==> config.mk <==
export PLATFORM = sky130hd
export DESIGN_NAME = bbt_front
export DESIGN_NICKNAME = d
export VERILOG_FILES = /design/src/bbt_pkg.sv /design/src/bbt_front.sv
export SDC_FILE = /design/constraint.sdc
export NUM_CORES = 1
export LEC_CHECK = 0
export BUFFER_PORTS_ARGS = -buffer_cell sky130_fd_sc_hd__buf_2
export CAP_MARGIN = 20
export CORE_ASPECT_RATIO = 1.4
export CORE_MARGIN = 2
export CORE_UTILIZATION = 39
export CTS_BUF_LIST = sky130_fd_sc_hd__clkbuf_4 sky130_fd_sc_hd__clkbuf_8
export DETAILED_ROUTE_END_ITERATION = 8
export GPL_TIMING_DRIVEN = 0
export PLACE_DENSITY_LB_ADDON = 0.08
export SETUP_SLACK_MARGIN = 0.02
export SLEW_MARGIN = 25
export SYNTH_ARGS = -nofsm -noshare
export SYNTH_HDL_FRONTEND = slang
export SYNTH_SLANG_ARGS = --single-unit
==> constraint.sdc <==
create_clock -name clock -period 13.33 [get_ports clock]
set_input_delay 0.6665 -clock clock [delete_from_list [all_inputs] [get_ports clock]]
set_output_delay 0.6665 -clock clock [all_outputs]
set_load 0.05 [all_outputs]
==> src/bbt_pkg.sv <==
// bbt_pkg: shared constants, the command record and a helper for the
// Bollinger band tracker. No dependencies.
package bbt_pkg;

   localparam int MAX_WINDOW = 256;
   localparam int PTR_W      = $clog2(MAX_WINDOW);
   localparam int NW         = $clog2(MAX_WINDOW + 1);
   localparam int HELD_W     = $clog2(MAX_WINDOW + 2);

   localparam int PRICE_W    = 24;
   localparam int WL_W       = 9;
   localparam int MULT_W     = 16;
   localparam int SUM_W      = 32;
   localparam int SQ_W       = 56;
   localparam int MEAN_W     = 40;
   localparam int DEV_W      = 32;
   localparam int BAND_W     = 40;
   localparam int VAR_W      = 64;

   // n * sumsq, its difference with sum^2, and the shifted dividend
   localparam int A_W        = SQ_W + NW;
   localparam int DIVD_W     = A_W + 16;
   localparam int DIVR_W     = 2 * NW;

   localparam int CSR_IDX_W  = 1;
   localparam int CSR_DATA_W = 16;
   localparam logic [CSR_IDX_W-1:0] REG_WINDOW = 1'b0;
   localparam logic [CSR_IDX_W-1:0] REG_MULT   = 1'b1;

   localparam logic [WL_W-1:0]   WL_RESET   = 9'd20;
   localparam logic [WL_W-1:0]   WL_DEFAULT = 9'd20;
   localparam logic [MULT_W-1:0] MULT_ONE2  = 16'd8192;

   localparam int REQ_DATA_W = 24;
   localparam int RSP_DATA_W = 144;
   localparam int RSP_USER_W = 2;

   localparam int QDEPTH = 2;
   localparam int QPTR_W = $clog2(QDEPTH);

   typedef struct packed {
      logic [PRICE_W-1:0] price;
      logic [PTR_W-1:0]   rd_idx;
      logic [PTR_W-1:0]   wr_idx;
      logic               sub_old;
      logic [NW-1:0]      n;
      logic [MULT_W-1:0]  mult;
      logic               mv;
      logic               sv;
   } cmd_type;

   function automatic logic [NW-1:0] eff_window(input logic [WL_W-1:0] wl);
      logic [WL_W-1:0] t;
      logic [NW-1:0]   r;
      t = (wl < WL_W'(2)) ? WL_DEFAULT : wl;
      if (int'(t) > MAX_WINDOW) r = NW'(MAX_WINDOW);
      else r = NW'(t);
      return r;
   endfunction

endpackage

==> src/bbt_front.sv <==
// bbt_front: configuration registers, window bookkeeping and command issue.
// Depends on bbt_pkg.
module bbt_front (
   input  logic                           clock,
   input  logic                           reset,
   input  logic                           req_tvalid,
   output logic                           req_tready,
   input  logic [bbt_pkg::REQ_DATA_W-1:0] req_tdata,   // [23:0] price
   input  logic [0:0]                     req_tuser,   // [0] revise_last
   input  logic                           csr_we,
   input  logic [bbt_pkg::CSR_IDX_W-1:0]  csr_index,
   input  logic [bbt_pkg::CSR_DATA_W-1:0] csr_wdata,
   output logic                           win_clear,
   input  logic                           q_full,
   output logic                           q_push,
   output bbt_pkg::cmd_type               q_cmd
);

   logic [bbt_pkg::WL_W-1:0]   wl_ff, wl_in;
   logic [bbt_pkg::MULT_W-1:0] mult_ff, mult_in;
   logic [bbt_pkg::HELD_W-1:0] held_ff, held_in;
   logic [bbt_pkg::PTR_W-1:0]  wp_ff, wp_in;

   logic [bbt_pkg::NW-1:0]     n;
   logic [bbt_pkg::HELD_W-1:0] n_ext;
   logic [bbt_pkg::HELD_W-1:0] held_new;
   logic                       rev;
   logic                       accept;

   assign req_tready = !q_full;
   assign accept     = req_tvalid && req_tready;
   assign q_push     = accept;
   assign win_clear  = csr_we && (csr_index == bbt_pkg::REG_WINDOW);

   assign n     = bbt_pkg::eff_window(wl_ff);
   assign n_ext = bbt_pkg::HELD_W'(n);
   // revise with an empty window behaves as an append
   assign rev   = req_tuser[0] && (held_ff != '0);

   always_comb begin
      q_cmd.price = req_tdata[bbt_pkg::PRICE_W-1:0];
      q_cmd.n     = n;
      q_cmd.mult  = (mult_ff == '0) ? bbt_pkg::MULT_ONE2 : mult_ff;
      if (rev) begin
         q_cmd.rd_idx  = wp_ff - 1'b1;
         q_cmd.wr_idx  = wp_ff - 1'b1;
         q_cmd.sub_old = 1'b1;
         held_new      = held_ff;
      end else begin
         q_cmd.rd_idx  = wp_ff - n[bbt_pkg::PTR_W-1:0];
         q_cmd.wr_idx  = wp_ff;
         q_cmd.sub_old = held_ff >= n_ext;
         held_new      = (held_ff < n_ext + 1'b1) ? held_ff + 1'b1 : held_ff;
      end
      q_cmd.mv = held_new >= n_ext;
      q_cmd.sv = held_new >= n_ext + 1'b1;
   end

   always_comb begin
      wl_in   = wl_ff;
      mult_in = mult_ff;
      held_in = held_ff;
      wp_in   = wp_ff;
      if (win_clear) begin
         wl_in   = csr_wdata[bbt_pkg::WL_W-1:0];
         held_in = '0;
         wp_in   = '0;
      end else if (accept) begin
         held_in = held_new;
         if (!rev) wp_in = wp_ff + 1'b1;
      end
      if (csr_we && (csr_index == bbt_pkg::REG_MULT)) begin
         mult_in = csr_wdata[bbt_pkg::MULT_W-1:0];
      end
   end

   always_ff @(posedge clock) begin
      if (reset) begin
         wl_ff   <= bbt_pkg::WL_RESET;
         mult_ff <= bbt_pkg::MULT_ONE2;
         held_ff <= '0;
         wp_ff   <= '0;
      end else begin
         wl_ff   <= wl_in;
         mult_ff <= mult_in;
         held_ff <= held_in;
         wp_ff   <= wp_in;
      end
   end

endmodule

==> metrics.csv <==
stage,metric,value,unit
synthesis,Netlist Area Pre-Place,3610,sq um
detailed_routing,Via density,4.87,
power_and_ir_drop,PD cells,89.0,nW/um^2
synthesis,"area leader, netlist",dfxtp_1,
clock_tree,CTS tree,done,
synthesis,Yosys reg bits,42,
final_layout,ant diodes,0,
detailed_routing,DR pass1 iterations,4,
sta,Rel. slew slack,0.644,
detailed_routing,residual DRC count,0,
synthesis,commonest cells in the netlist,"71 x nand2_1, 44 x ha_1, 42 x dfxtp_1",
sta,RSZ-0062 raised after global routing,no,
min_path,Worst Hold Launch,mult_ff[11],
place,pre-CTS setup slack,6.53,ns
synthesis,xor/xnor share of the synthesized area,0.112,
clock_tree,clk sinks,42,
sta,clk_skew,0.00245,ns
floorplan,Core ar.,9030,sq um
sta,FMAX,140,MHz
clock_tree,Worst-path clk slew,0.09,ns
grt,gr usage total,0.185,
synthesis,synth unique cells,51,
final_layout,share of layout cells above drive strength 1,0.245,
synthesis,post-synthesis adder-cell area fraction,0.167,
sta,post-route setup slack,6.18,ns
synthesis,most common cell in the synthesized netlist,nand2_1,
floorplan,Initial Util,0.400,
detailed_routing,DR vias,3320,
worst_setup_path,Setup crit start,wl_ff[5],
grt,first-pass GRT wire length,15400,um
min_path,Hold Crit Depth,2,
clock_tree,total CTS buffers,5,
final_layout,Syn-to-layout area delta,20.4,%
worst_setup_path,"Req. time, crit path",12.66,ns
synthesis,Post-synth EDFFs,0,
floorplan,FP Rows,41,
final_layout,FILL cells,965,
sta,Final Max Tran Viols,0,
sta,Final min period,7.15,ns
floorplan,# IOs,118,
power_and_ir_drop,Leak,0.00216,uW
synthesis,syn avg cell area,7.60,sq um
synthesis,async set-reset flop share out of synthesis,0,
sta,final hold violations,0,
synthesis,Ys Warns,0,
grt,vias in the first global route,3358,
sta,WHS,0.477,ns
worst_setup_path,"delay-heaviest family, CP",compound AO/OA/AOI/OAI gates,
floorplan,die width,85.3,um
synthesis,top cell type's share of synthesized area,0.233,
worst_setup_path,CP max stage cell,nor4_1,
grt,largest net degree at the start of global routing,14,
final_layout,nets@finish,666,
floorplan,die height,118,um
synthesis,largest cells by area after synthesis,"dfxtp_1 23%, ha_1 15%, nand2_1 7.4%, xnor2_1 6.1%, a21oi_1 5.4%",
place,HPWL Detailed,7470,um
clock_tree,Clock Path Buffers,2,
worst_setup_path,Worst R2R Path Depth,16,
min_path,Hold Crit Class,flop to flop,
sta,part of the cycle the worst path needs,0.536,
floorplan,die footprint,10100,sq um
place,routability cong.,0.773,
clock_tree,"Setup Fix Bufs, Post-CTS",0,
synthesis,area share of and/or/nand/nor cells after synthesis,0.228,
worst_setup_path,Critical Path Stages,26,
synthesis,syn_nets,567,
worst_setup_path,Setup Crit Path Kind,flop to output port,
sta,final setup fails,0,
synthesis,Cells after Synth,475,
worst_setup_path,CP Buf/Inv Count,3,
detailed_routing,Avg WL per Cell,13.3,um
synthesis,post-synthesis mux area share,0.0114,
synthesis,Main synth FF type,dfxtp_1,
grt,number of antenna violations at the first check in global routing,0,
synthesis,"Seq/Total Area, Yosys",0.233,
worst_setup_path,crit start category,flop,
flow_run,max_cap viols,0,
sta,Slew @ Worst Pin,0.534,ns
sta,Sum Neg Setup Slack,0,ns
clock_tree,CTS Root Cell,clkbuf_8,
worst_setup_path,maximum net fanout on the critical path,10,
synthesis,Compound-Gate Fraction of Synth Area,0.132,
worst_setup_path,"Arr. time, crit path",6.48,ns
detailed_routing,final antenna-violating net count,0,
place,port bufs,92,
clock_tree,"Clk Latency, worst-skew pair",0.30,ns
detailed_routing,drt total wl,9060,um
synthesis,largest family of logic cells by synthesized area,simple AND/OR/NAND/NOR gates,
worst_setup_path,crit-path max cell delay,0.39,ns
clock_tree,H-tree levels,2,
grt,global route total overflow,0,
status,outcome,finished clean,
power_and_ir_drop,VDD IR max,0.0578,mV
clock_tree,cts repair resizes,0,
worst_setup_path,critical path endpoint category,output port,
worst_setup_path,R2R Path Start,wl_ff[5],
detailed_routing,initial DRC count,97,
clock_tree,"Hold-fix buffers, CTS",0,
[final cells by class]
class	count	area [sq um]	share of cell area
Timing Repair Buffer	92	460	0.106
Multi-Input combinational cell	347	2350	0.540
Clock inverter	2	60.1	0.0138
Sequential cell	42	841	0.193
Buffer	64	340	0.0783
Tap cell	107	134	0.0308
Clock buffer	6	82.6	0.0190
Inverter	22	82.6	0.0190
[final timing paths]
kind	end	slack (ns)
worst max-delay path	q_cmd[0]	6.18
worst min-delay path	mult_ff[11]	0.48
worst max register to register	held_ff[1]	9.11
worst min register to register	mult_ff[11]	0.48
[cell families (layout without fill, tap and decap cells)]
logic type | Yosys count | in the layout
muxes | 4 | 4
and+or+nand+nor | 171 | 171
AOI/OAI and AO/OA | 78 | 78
buffers and inverters | 86 | 186
adders and majority gates | 48 | 48
xor gates and xnor gates | 46 | 46
DFF | 42 | 42
[tightest hold or removal path: stages (launching register included)]
cell	delay, ns
dfxtp_1	0.33
nand2_1	0.05
a21oi_1	0.05
[power breakdown]
group	switching [uW]	total, uW	internal [uW]
registers	4.41	134	130
logic	87.6	126	38.5
clock network	47.0	127	79.9
total	139	387	248
[placed cells by master, fill, tap and decap left out, types with 3 or more instances in the layout]
cell type / netlist / final
a211oi_1: 3 / 3
a21o_1: 5 / 5
a21oi_1: 39 / 39
and2_1: 6 / 6
and3_1: 8 / 8
buf_2: 2 / 94
buf_4: 24 / 24
clkbuf_1: 37 / 37
clkbuf_8: 0 / 6
dfxtp_1: 42 / 42
ha_1: 44 / 44
inv_1: 20 / 20
maj3_2: 3 / 3
mux2i_1: 3 / 3
nand2_1: 71 / 71
nand2b_1: 6 / 6
nand3_1: 12 / 12
nand4_1: 5 / 5
nor2_1: 32 / 32
nor2b_1: 5 / 5
nor3_1: 8 / 8
nor4_1: 5 / 5
o21a_1: 6 / 6
o21ai_0: 10 / 10
xnor2_1: 25 / 25
xor2_1: 21 / 21
[metal layers]
metal / GRT usage / part of all wire / up-vias
met5: 0 / 0 / -
met4: 0.0506 / 0.017 / 0
met3: 0.0259 / 0.038 / 10
met2: 0.365 / 0.55 / 72
met1: 0.198 / 0.40 / 1482
li1: - / - / 1756
[per-stage QoR]
step           utilization  cell area [sq um]  total power, uW  instances
2_1_floorplan            -               3610              235        475
3_3_place_gp         0.466               4210              263        674
3_5_place_dp         0.466               4210              264        674
4_1_cts              0.482               4350              392        682
5_1_grt              0.482               4350              407        682
6_report             0.482               4350              387        682
[flip-flops by register name (all words and copies together), names as in the netlist]
| register | cells |
|---|---|
| held_ff | 9 |
| mult_ff | 16 |
| wl_ff | 9 |
| wp_ff | 8 |
Note: power is estimated with default switching activity, not from simulation.
