--- src/bbt_pkg.sv ---
// bbt_pkg: shared constants, the command record and a helper for the
// Bollinger band tracker. No dependencies.
package bbt_pkg;

   localparam int MAX_WINDOW = 256;
   localparam int PTR_W      = $clog2(MAX_WINDOW);
   localparam int NW         = $clog2(MAX_WINDOW + 1);
   localparam int HELD_W     = $clog2(MAX_WINDOW + 2);

   localparam int PRICE_W    = 24;
   localparam int WL_W       = 9;
   localparam int MULT_W     = 16;
   localparam int SUM_W      = 32;
   localparam int SQ_W       = 56;
   localparam int MEAN_W     = 40;
   localparam int DEV_W      = 32;
   localparam int BAND_W     = 40;
   localparam int VAR_W      = 64;

   // n * sumsq, its difference with sum^2, and the shifted dividend
   localparam int A_W        = SQ_W + NW;
   localparam int DIVD_W     = A_W + 16;
   localparam int DIVR_W     = 2 * NW;

   localparam int CSR_IDX_W  = 1;
   localparam int CSR_DATA_W = 16;
   localparam logic [CSR_IDX_W-1:0] REG_WINDOW = 1'b0;
   localparam logic [CSR_IDX_W-1:0] REG_MULT   = 1'b1;

   localparam logic [WL_W-1:0]   WL_RESET   = 9'd20;
   localparam logic [WL_W-1:0]   WL_DEFAULT = 9'd20;
   localparam logic [MULT_W-1:0] MULT_ONE2  = 16'd8192;

   localparam int REQ_DATA_W = 24;
   localparam int RSP_DATA_W = 144;
   localparam int RSP_USER_W = 2;

   localparam int QDEPTH = 2;
   localparam int QPTR_W = $clog2(QDEPTH);

   typedef struct packed {
      logic [PRICE_W-1:0] price;
      logic [PTR_W-1:0]   rd_idx;
      logic [PTR_W-1:0]   wr_idx;
      logic               sub_old;
      logic [NW-1:0]      n;
      logic [MULT_W-1:0]  mult;
      logic               mv;
      logic               sv;
   } cmd_type;

   function automatic logic [NW-1:0] eff_window(input logic [WL_W-1:0] wl);
      logic [WL_W-1:0] t;
      logic [NW-1:0]   r;
      t = (wl < WL_W'(2)) ? WL_DEFAULT : wl;
      if (int'(t) > MAX_WINDOW) r = NW'(MAX_WINDOW);
      else r = NW'(t);
      return r;
   endfunction

endpackage

--- src/bbt_queue.sv ---
// bbt_queue: short command queue between front and back.
// Depends on bbt_pkg.
module bbt_queue (
   input  logic             clock,
   input  logic             reset,
   input  logic             push,
   input  bbt_pkg::cmd_type push_cmd,
   output logic             full,
   input  logic             pop,
   output logic             valid,
   output bbt_pkg::cmd_type head
);

   localparam int CNT_W = $clog2(bbt_pkg::QDEPTH + 1);

   bbt_pkg::cmd_type               slot_ff [bbt_pkg::QDEPTH];
   logic [bbt_pkg::QPTR_W-1:0]     wr_ff, wr_in, rd_ff, rd_in;
   logic [CNT_W-1:0]               cnt_ff, cnt_in;
   logic                           do_push, do_pop;

   assign full    = (cnt_ff == CNT_W'(bbt_pkg::QDEPTH));
   assign valid   = (cnt_ff != '0);
   assign head    = slot_ff[rd_ff];
   assign do_push = push && !full;
   assign do_pop  = pop && valid;

   always_comb begin
      wr_in  = do_push ? wr_ff + 1'b1 : wr_ff;
      rd_in  = do_pop ? rd_ff + 1'b1 : rd_ff;
      cnt_in = cnt_ff + CNT_W'(do_push) - CNT_W'(do_pop);
   end

   always_ff @(posedge clock) begin
      if (do_push) slot_ff[wr_ff] <= push_cmd;
   end

   always_ff @(posedge clock) begin
      if (reset) begin
         wr_ff  <= '0;
         rd_ff  <= '0;
         cnt_ff <= '0;
      end else begin
         wr_ff  <= wr_in;
         rd_ff  <= rd_in;
         cnt_ff <= cnt_in;
      end
   end

endmodule

--- config.mk ---
export PLATFORM = sky130hd
export DESIGN_NAME = bbt_queue
export DESIGN_NICKNAME = d
export VERILOG_FILES = /design/src/bbt_pkg.sv /design/src/bbt_queue.sv
export SDC_FILE = /design/constraint.sdc
export NUM_CORES = 1
export LEC_CHECK = 0
export BUFFER_PORTS_ARGS = -buffer_cell sky130_fd_sc_hd__buf_2
export CORE_ASPECT_RATIO = 0.75
export CORE_MARGIN = 3
export CORE_UTILIZATION = 45
export DETAILED_ROUTE_END_ITERATION = 10
export GPL_ROUTABILITY_DRIVEN = 0
export PLACE_DENSITY = 0.76
export SYNTH_ARGS = -nofsm -noshare
export SYNTH_HDL_FRONTEND = slang
export SYNTH_SLANG_ARGS = --single-unit
--- constraint.sdc ---
create_clock -name clock -period 2.4 [get_ports clock]
set_input_delay 0.24 -clock clock [delete_from_list [all_inputs] [get_ports clock]]
set_output_delay 0.24 -clock clock [all_outputs]
set_load 0.05 [all_outputs]
==> results_dict.tcl, run 1 <==
set metrics [dict create \
    fin_util_pct 60.7 \
    drt_iter0_markers 176 \
    synth_cells 239 \
    preCtsSetupSlack_ns 0.650 \
    critPathArrivalTime_ns 1.76 \
    fin_skew_ns 0.00583 \
    min_period_ns 2.00 \
    synth_nets 313 \
    drive_gt1_share_pct 60.1 \
    setup_viol 0 \
    grt_pass1_wl_um 14000 \
    synth.yosys.seq_area_share_pct 80.0 \
    clock_latency_ns 0.41 \
    grt_pass1_vias 2776 \
    cts_resized 0 \
    drv_slew 0 \
    vias 2657 \
    fin_cells 556 \
    n_fill_cell 855 \
    tightestPinTransition_ns 0.439 \
    slowest_delay_ns 0.40 \
    power.density_mw_per_mm2 1320 \
    worst_setup_path_start_kind "flop" \
    max_cap_violations 0 \
    n_antenna_cell 0 \
    netlist_area_mm2 0.00523 \
    io_buffers 141 \
    start_util_pct 46.9 \
    grt_use_total_pct 14.6 \
    chipHeight_um 99.4 \
    cts_hold_buf 6 \
    dp.cells 517 \
    cts-root-buf "clkbuf_16" \
    ys_ff_latch 141 \
    drc 0 \
    cts.sinks 141 \
    rsz0062_at_grt "no" \
    critPathRequiredTime_ns 2.16 \
    slowest_stage "mux2_2" \
    grt-ovfl-total 0 \
    cts_setup_buffers 0 \
    whs_endpoint "slot_ff[1][3]" \
    worstReg2RegStart "cnt_ff[0]" \
    cp_cell_sequence "buf_12 > mux2_2 > buf_2" \
    critPathCaptureType "primary output" \
    synth.avg_cell_area_um2 21.9 \
    crit_type "reg -> out" \
    whs_path_depth 1 \
    period_share_pct 83.5 \
    crit_fanout 68 \
    rows 33 \
    path_clk_slew_ns 0.06 \
    setup_tns_ns 0 \
    hpwl_um 5920 \
    total_leakage_power_nw 2.60 \
    dieArea_mm2 0.0130 \
    cts_max_level 4 \
    drt_wl_total_um 9310 \
    hold_viol_final 0 \
    reg2regPathDepth 5 \
    clockBufferDepth 2 \
    grt_max_degree 69 \
    firstDrtPassIters 4 \
    final_antenna_net_count 0 \
    wl_per_cell_um 16.7 \
    slew_headroom_pct 70.8 \
    viasPerCell 4.78 \
    cts_tree "yes" \
    io_pins 142 \
    synth_cell_types 24 \
    syn2layout_area_growth_pct 29.4 \
    antenna_found_initial 0 \
    die_x_um 131 \
    hold_path.class "in -> reg" \
    fmax_ghz 0.499 \
    ir_worst_vdd_uv 806 \
    yosysWarnings 0 \
    final_nets 477 \
    layout_setup_ws_ns 0.396 \
    r2r-end "slot_ff[0][46]" \
    min_from "push_cmd[3]" \
    rrSetupSlack_ns 0.66 \
    finalPower_w 0.00892 \
    coreArea_mm2 0.0111 \
    cts_made_buffers 17 \
    outcome "finished, final reports clean" \
]
-- worst max path at each step --
stage,start,end,slack (ns),depth (start not counted)
floorplan,cnt_ff[0],slot_ff[0][0],0.13,4
global placement,cnt_ff[0],slot_ff[0][53],0.70,5
detailed placement,cnt_ff[0],slot_ff[0][54],0.65,5
CTS,flop,head[16],0.38,3
global route,flop,head[16],0.35,3
finish,flop,head[16],0.40,3
-- cells in the mapped netlist --
library cell,n,area [um2]
xor2_1,1,8.76
mux2_2,48,541
inv_1,3,11.3
edfxtp_1,136,4080
and2_1,1,6.26
a21oi_1,1,5.00
dfxtp_1,5,100
ha_1,2,25.0
buf_8,2,30.0
nor3_1,1,5.00
or2_2,1,6.26
or3_1,1,6.26
nor2_1,3,11.3
o21a_1,1,7.51
inv_2,1,3.75
nand2_1,1,3.75
nor2b_1,1,6.26
buf_6,2,22.5
o21ai_0,1,5.00
mux2_4,20,300
xnor2_1,1,8.76
and3_1,1,6.26
nand2b_2,1,8.76
buf_2,4,20.0
-- cells in the final DEF, fill, tap and decap left out, drive strengths merged --
cell         instances
mux2                68
xor2                 1
nor2                 3
dfxtp                5
bufinv               2
nor3                 1
or3                  1
o21a                 1
clkinv               7
buf                146
ha                   2
and2                 1
o21ai                1
edfxtp             136
clkinvlp             5
dlygate4sd3          7
or2                  1
clkbuf              17
nand2b               1
a21oi                1
nand2                1
nor2b                1
inv                  5
and3                 1
xnor2                1
-- logic make-up after synthesis --
| family | synth area share, % |
|---|---|
| XOR/XNOR | 0.335 |
| adder cells (fa/ha/maj) | 0.478 |
| AO/OA/AOI/OAI | 0.335 |
| AND/OR/NAND/NOR | 1.15 |
| flip-flops | 80.0 |
| buffers and inverters | 1.67 |
| multiplexers | 16.1 |
-- metrics by stage --
step | cell area (um2) | hold slack, ns
final | 6770 | 0.0127
after CTS | 6760 | 0.0000193
after global placement | 6130 | 0.427
after floorplan | 5240 | 0.309
after detailed placement | 6130 | 0.431
after global routing | 6770 | 0.000381
-- state kept, by name (all words and copies together), names as in the netlist, named ones only --
register  count
rd_ff         1
cnt_ff        2
wr_ff         1
slot_ff     136
-- where the power goes --
group / internal (W) / total [W] / switching [W] / leakage (nW)
Combinational: 0.000938 / 0.00319 / 0.00225 / 1.02
Sequential: 0.00314 / 0.00323 / 0.0000952 / 1.31
Clock: 0.00152 / 0.00250 / 0.000974 / 0.271
-- area by class of cell --
| type | instances | area (um2) | share of cell area, % |
|---|---|---|---|
| clock inverters | 15 | 148 | 2.18 |
| inverters | 4 | 18.8 | 0.277 |
| repair buffers | 153 | 851 | 12.6 |
| flip-flops and latches | 141 | 4190 | 61.8 |
| clock buffers | 17 | 425 | 6.28 |
| multi-input cells | 86 | 966 | 14.3 |
| well taps | 140 | 175 | 2.59 |
-- worst max-delay path, delay by kind of cell (launching register included) --
family	cells	cell delay, ns
buffers and inverters	2	0.55
flip-flops	1	0.35
multiplexers	1	0.40
-- metal layers --
layer  vias to the layer above  global-route usage (%)  part of all wire, %
li1                       1267                       -                    -
met3                        14                    6.12                  7.7
met1                      1273                    18.2                   44
met2                       103                    22.7                   47
met5                         -                       0                    0
met4                         0                    5.77                  1.7
Note: power is estimated with default switching activity, not from simulation.
==> inputs of run 2 (changes only) <==
- ABC_AREA: default -> 1
- PLACE_DENSITY: 0.76 -> 0.73
- clock period: 2.4 -> 2.1 ns (I/O delays scaled with it)
==> run 2 against run 1 <==
Compared with the run above: total power up 11%; register-to-register slack worse by 0.20 ns; critical path depth unchanged; cell area up 9.3%; clock power up 17%; critical endpoint is now head[20]; largest cell class unchanged; highest routed layer unchanged.
==> results_dict.tcl, run 2 <==
set metrics [dict create \
    final_common_cell "buf_2" \
    cts_hold_buf 64 \
    hold_viol_final 0 \
    cts_tree "yes" \
    grt_pass1_vias 3292 \
    clockBufferDepth 2 \
    fmax_ghz 0.547 \
    setup_viol 0 \
    cts.sinks 141 \
    start_util_pct 47.1 \
    yosysMostFrequentCell "edfxtp_1" \
    final_cell_mix "141 x buf_2, 136 x edfxtp_1, 65 x dlygate4sd3_1, 48 x mux2_2, 20 x mux2_4" \
    period_share_pct 87.0 \
    rows 33 \
    vias 2966 \
    synth_common_cells "136 x edfxtp_1, 48 x mux2_2, 20 x mux2_4, 10 x inv_1, 9 x nor2_1" \
    drv_slew 0 \
    cts_max_level 4 \
    grt_use_total_pct 16.6 \
    antenna_found_initial 1 \
    cts_resized 0 \
    yosysWarnings 0 \
    synth_area_leaders "edfxtp_1 78%, mux2_2 10%, mux2_4 5.7%" \
    syn2layout_area_growth_pct 41.0 \
    yosysTopAreaCell "edfxtp_1" \
    cts_setup_buffers 0 \
    critPathCaptureType "primary output" \
    final_antenna_net_count 0 \
    synth.yosys.seq_area_share_pct 79.7 \
    synthArstFlopShare_pct 0 \
    cts-root-buf "clkbuf_16" \
    critPathArrivalTime_ns 1.62 \
    r2r-end "cnt_ff[1]" \
    io_buffers 141 \
    synth_edf_count 136 \
    netlist_area_mm2 0.00525 \
    firstDrtPassIters 4 \
    largest_reg_flops 136 \
    outcome "finished, final reports clean" \
    finalPower_w 0.00994 \
    setup.worst_path.end "head[20]" \
    max_cap_violations 0 \
    worstReg2RegStart "cnt_ff[0]" \
    largestRegisters "slot_ff x136, cnt_ff x2" \
    drive_gt1_share_pct 50.2 \
    wl_per_cell_um 16.5 \
    min_period_ns 1.83 \
    synth.avg_cell_area_um2 20.9 \
    coreArea_mm2 0.0111 \
    chipHeight_um 99.5 \
    worst_setup_path_start_kind "flop" \
    io_pins 142 \
    ys_ff_latch 141 \
    grt_max_degree 38 \
    grt_pass1_wl_um 16200 \
    final_nets 548 \
    netlist.area_leader.share_pct 77.8 \
    drc 0 \
    critPathRequiredTime_ns 1.89 \
    n_fill_cell 774 \
    synth_cells 251 \
    ir_worst_vdd_uv 949 \
    multi_input_area_um2 962 \
    dieArea_mm2 0.0130 \
    regMostFlops "slot_ff" \
    die_x_um 131 \
    setup_tns_ns 0 \
    fin_skew_ns 0.00705 \
    slew_headroom_pct 72.3 \
    tightestPinTransition_ns 0.415 \
    power.density_mw_per_mm2 1340 \
    path_clk_slew_ns 0.05 \
    register_area_mm2 0.00419 \
    total_leakage_power_nw 2.88 \
    hpwl_um 6260 \
    reg2regPathDepth 10 \
    viasPerCell 4.73 \
    rsz0062_at_grt "no" \
    crit_type "reg -> out" \
    grt-ovfl-total 0 \
    synth_nets 325 \
    cts_made_buffers 17 \
    synth_flop_cell "edfxtp_1" \
    crit_fanout 31 \
    drt_wl_total_um 10400 \
    synth_cell_types 13 \
    hold_path.class "in -> reg" \
    drt_iter0_markers 173 \
    clock_latency_ns 0.40 \
    rrSetupSlack_ns 0.46 \
]
==> run 2: worst min path at each step <==
stage                            start              to  slack, ns  depth (start not counted)
after global placement           reset       cnt_ff[0]       0.39                          2
after floorplan                  reset       cnt_ff[0]       0.28                          1
final                     push_cmd[31]  slot_ff[0][31]       0.02                          1
after global routing      push_cmd[48]  slot_ff[1][48]      0.006                          1
after CTS                 push_cmd[31]  slot_ff[0][31]     0.0005                          1
after detailed placement         reset       cnt_ff[0]       0.39                          2
==> run 2: worst max-delay path, stage by stage (launching register included) <==
cell and delay [ns]:
dfxtp_4 0.37, buf_12 0.23, mux2_2 0.40, buf_2 0.22
==> run 2: where the power goes <==
group	switching, W	leakage (nW)	total, W	internal [W]
combinational	0.00232	1.30	0.00333	0.00101
clock	0.00108	0.272	0.00293	0.00185
sequential	0.000109	1.31	0.00368	0.00357
total	0.00350	2.88	0.00994	0.00644
==> run 2: metrics by stage <==
step	area, um2	worst slack [ns]	std cells	hold WS [ns]	utilization, %
after floorplan	5260	0.0888	251	0.281	-
after global placement	6170	0.585	530	0.386	55.3
after detailed placement	6170	0.479	530	0.392	55.3
after CTS	7390	0.243	625	0.000459	66.3
after global routing	7400	0.215	627	0.00630	66.4
final	7400	0.273	627	0.0173	66.4
==> run 2: cell type report <==
| class | instances | area share (%) |
|---|---|---|
| Sequential cell | 141 | 56.6 |
| Timing Repair Buffer | 212 | 19.6 |
| Multi-Input combinational cell | 92 | 13.0 |
| Clock buffer | 19 | 5.85 |
| Tap cell | 140 | 2.37 |
| Clock inverter | 12 | 1.98 |
| Inverter | 10 | 0.558 |
| Antenna cell | 1 | 0.0338 |
==> run 2: per-layer routing <==
layer  part of all wire [%]  wire (um)  track usage [%]  vias to the layer above
li1                       -          -                -                     1415
met1                     42       4370             19.5                     1437
met2                     49       5130             27.9                      103
met3                    7.3        754             6.28                       11
met4                    1.1        114             5.93                        0
met5                      0          0                0                        -
==> run 2: cell families after synthesis <==
family                     share of synthesized area, %
adders and majority gates                         0.477
buffers and inverters                              2.10
DFF                                                79.7
and+or+nand+nor                                    1.50
AOI/OAI and AO/OA                                 0.191
muxes                                              16.0
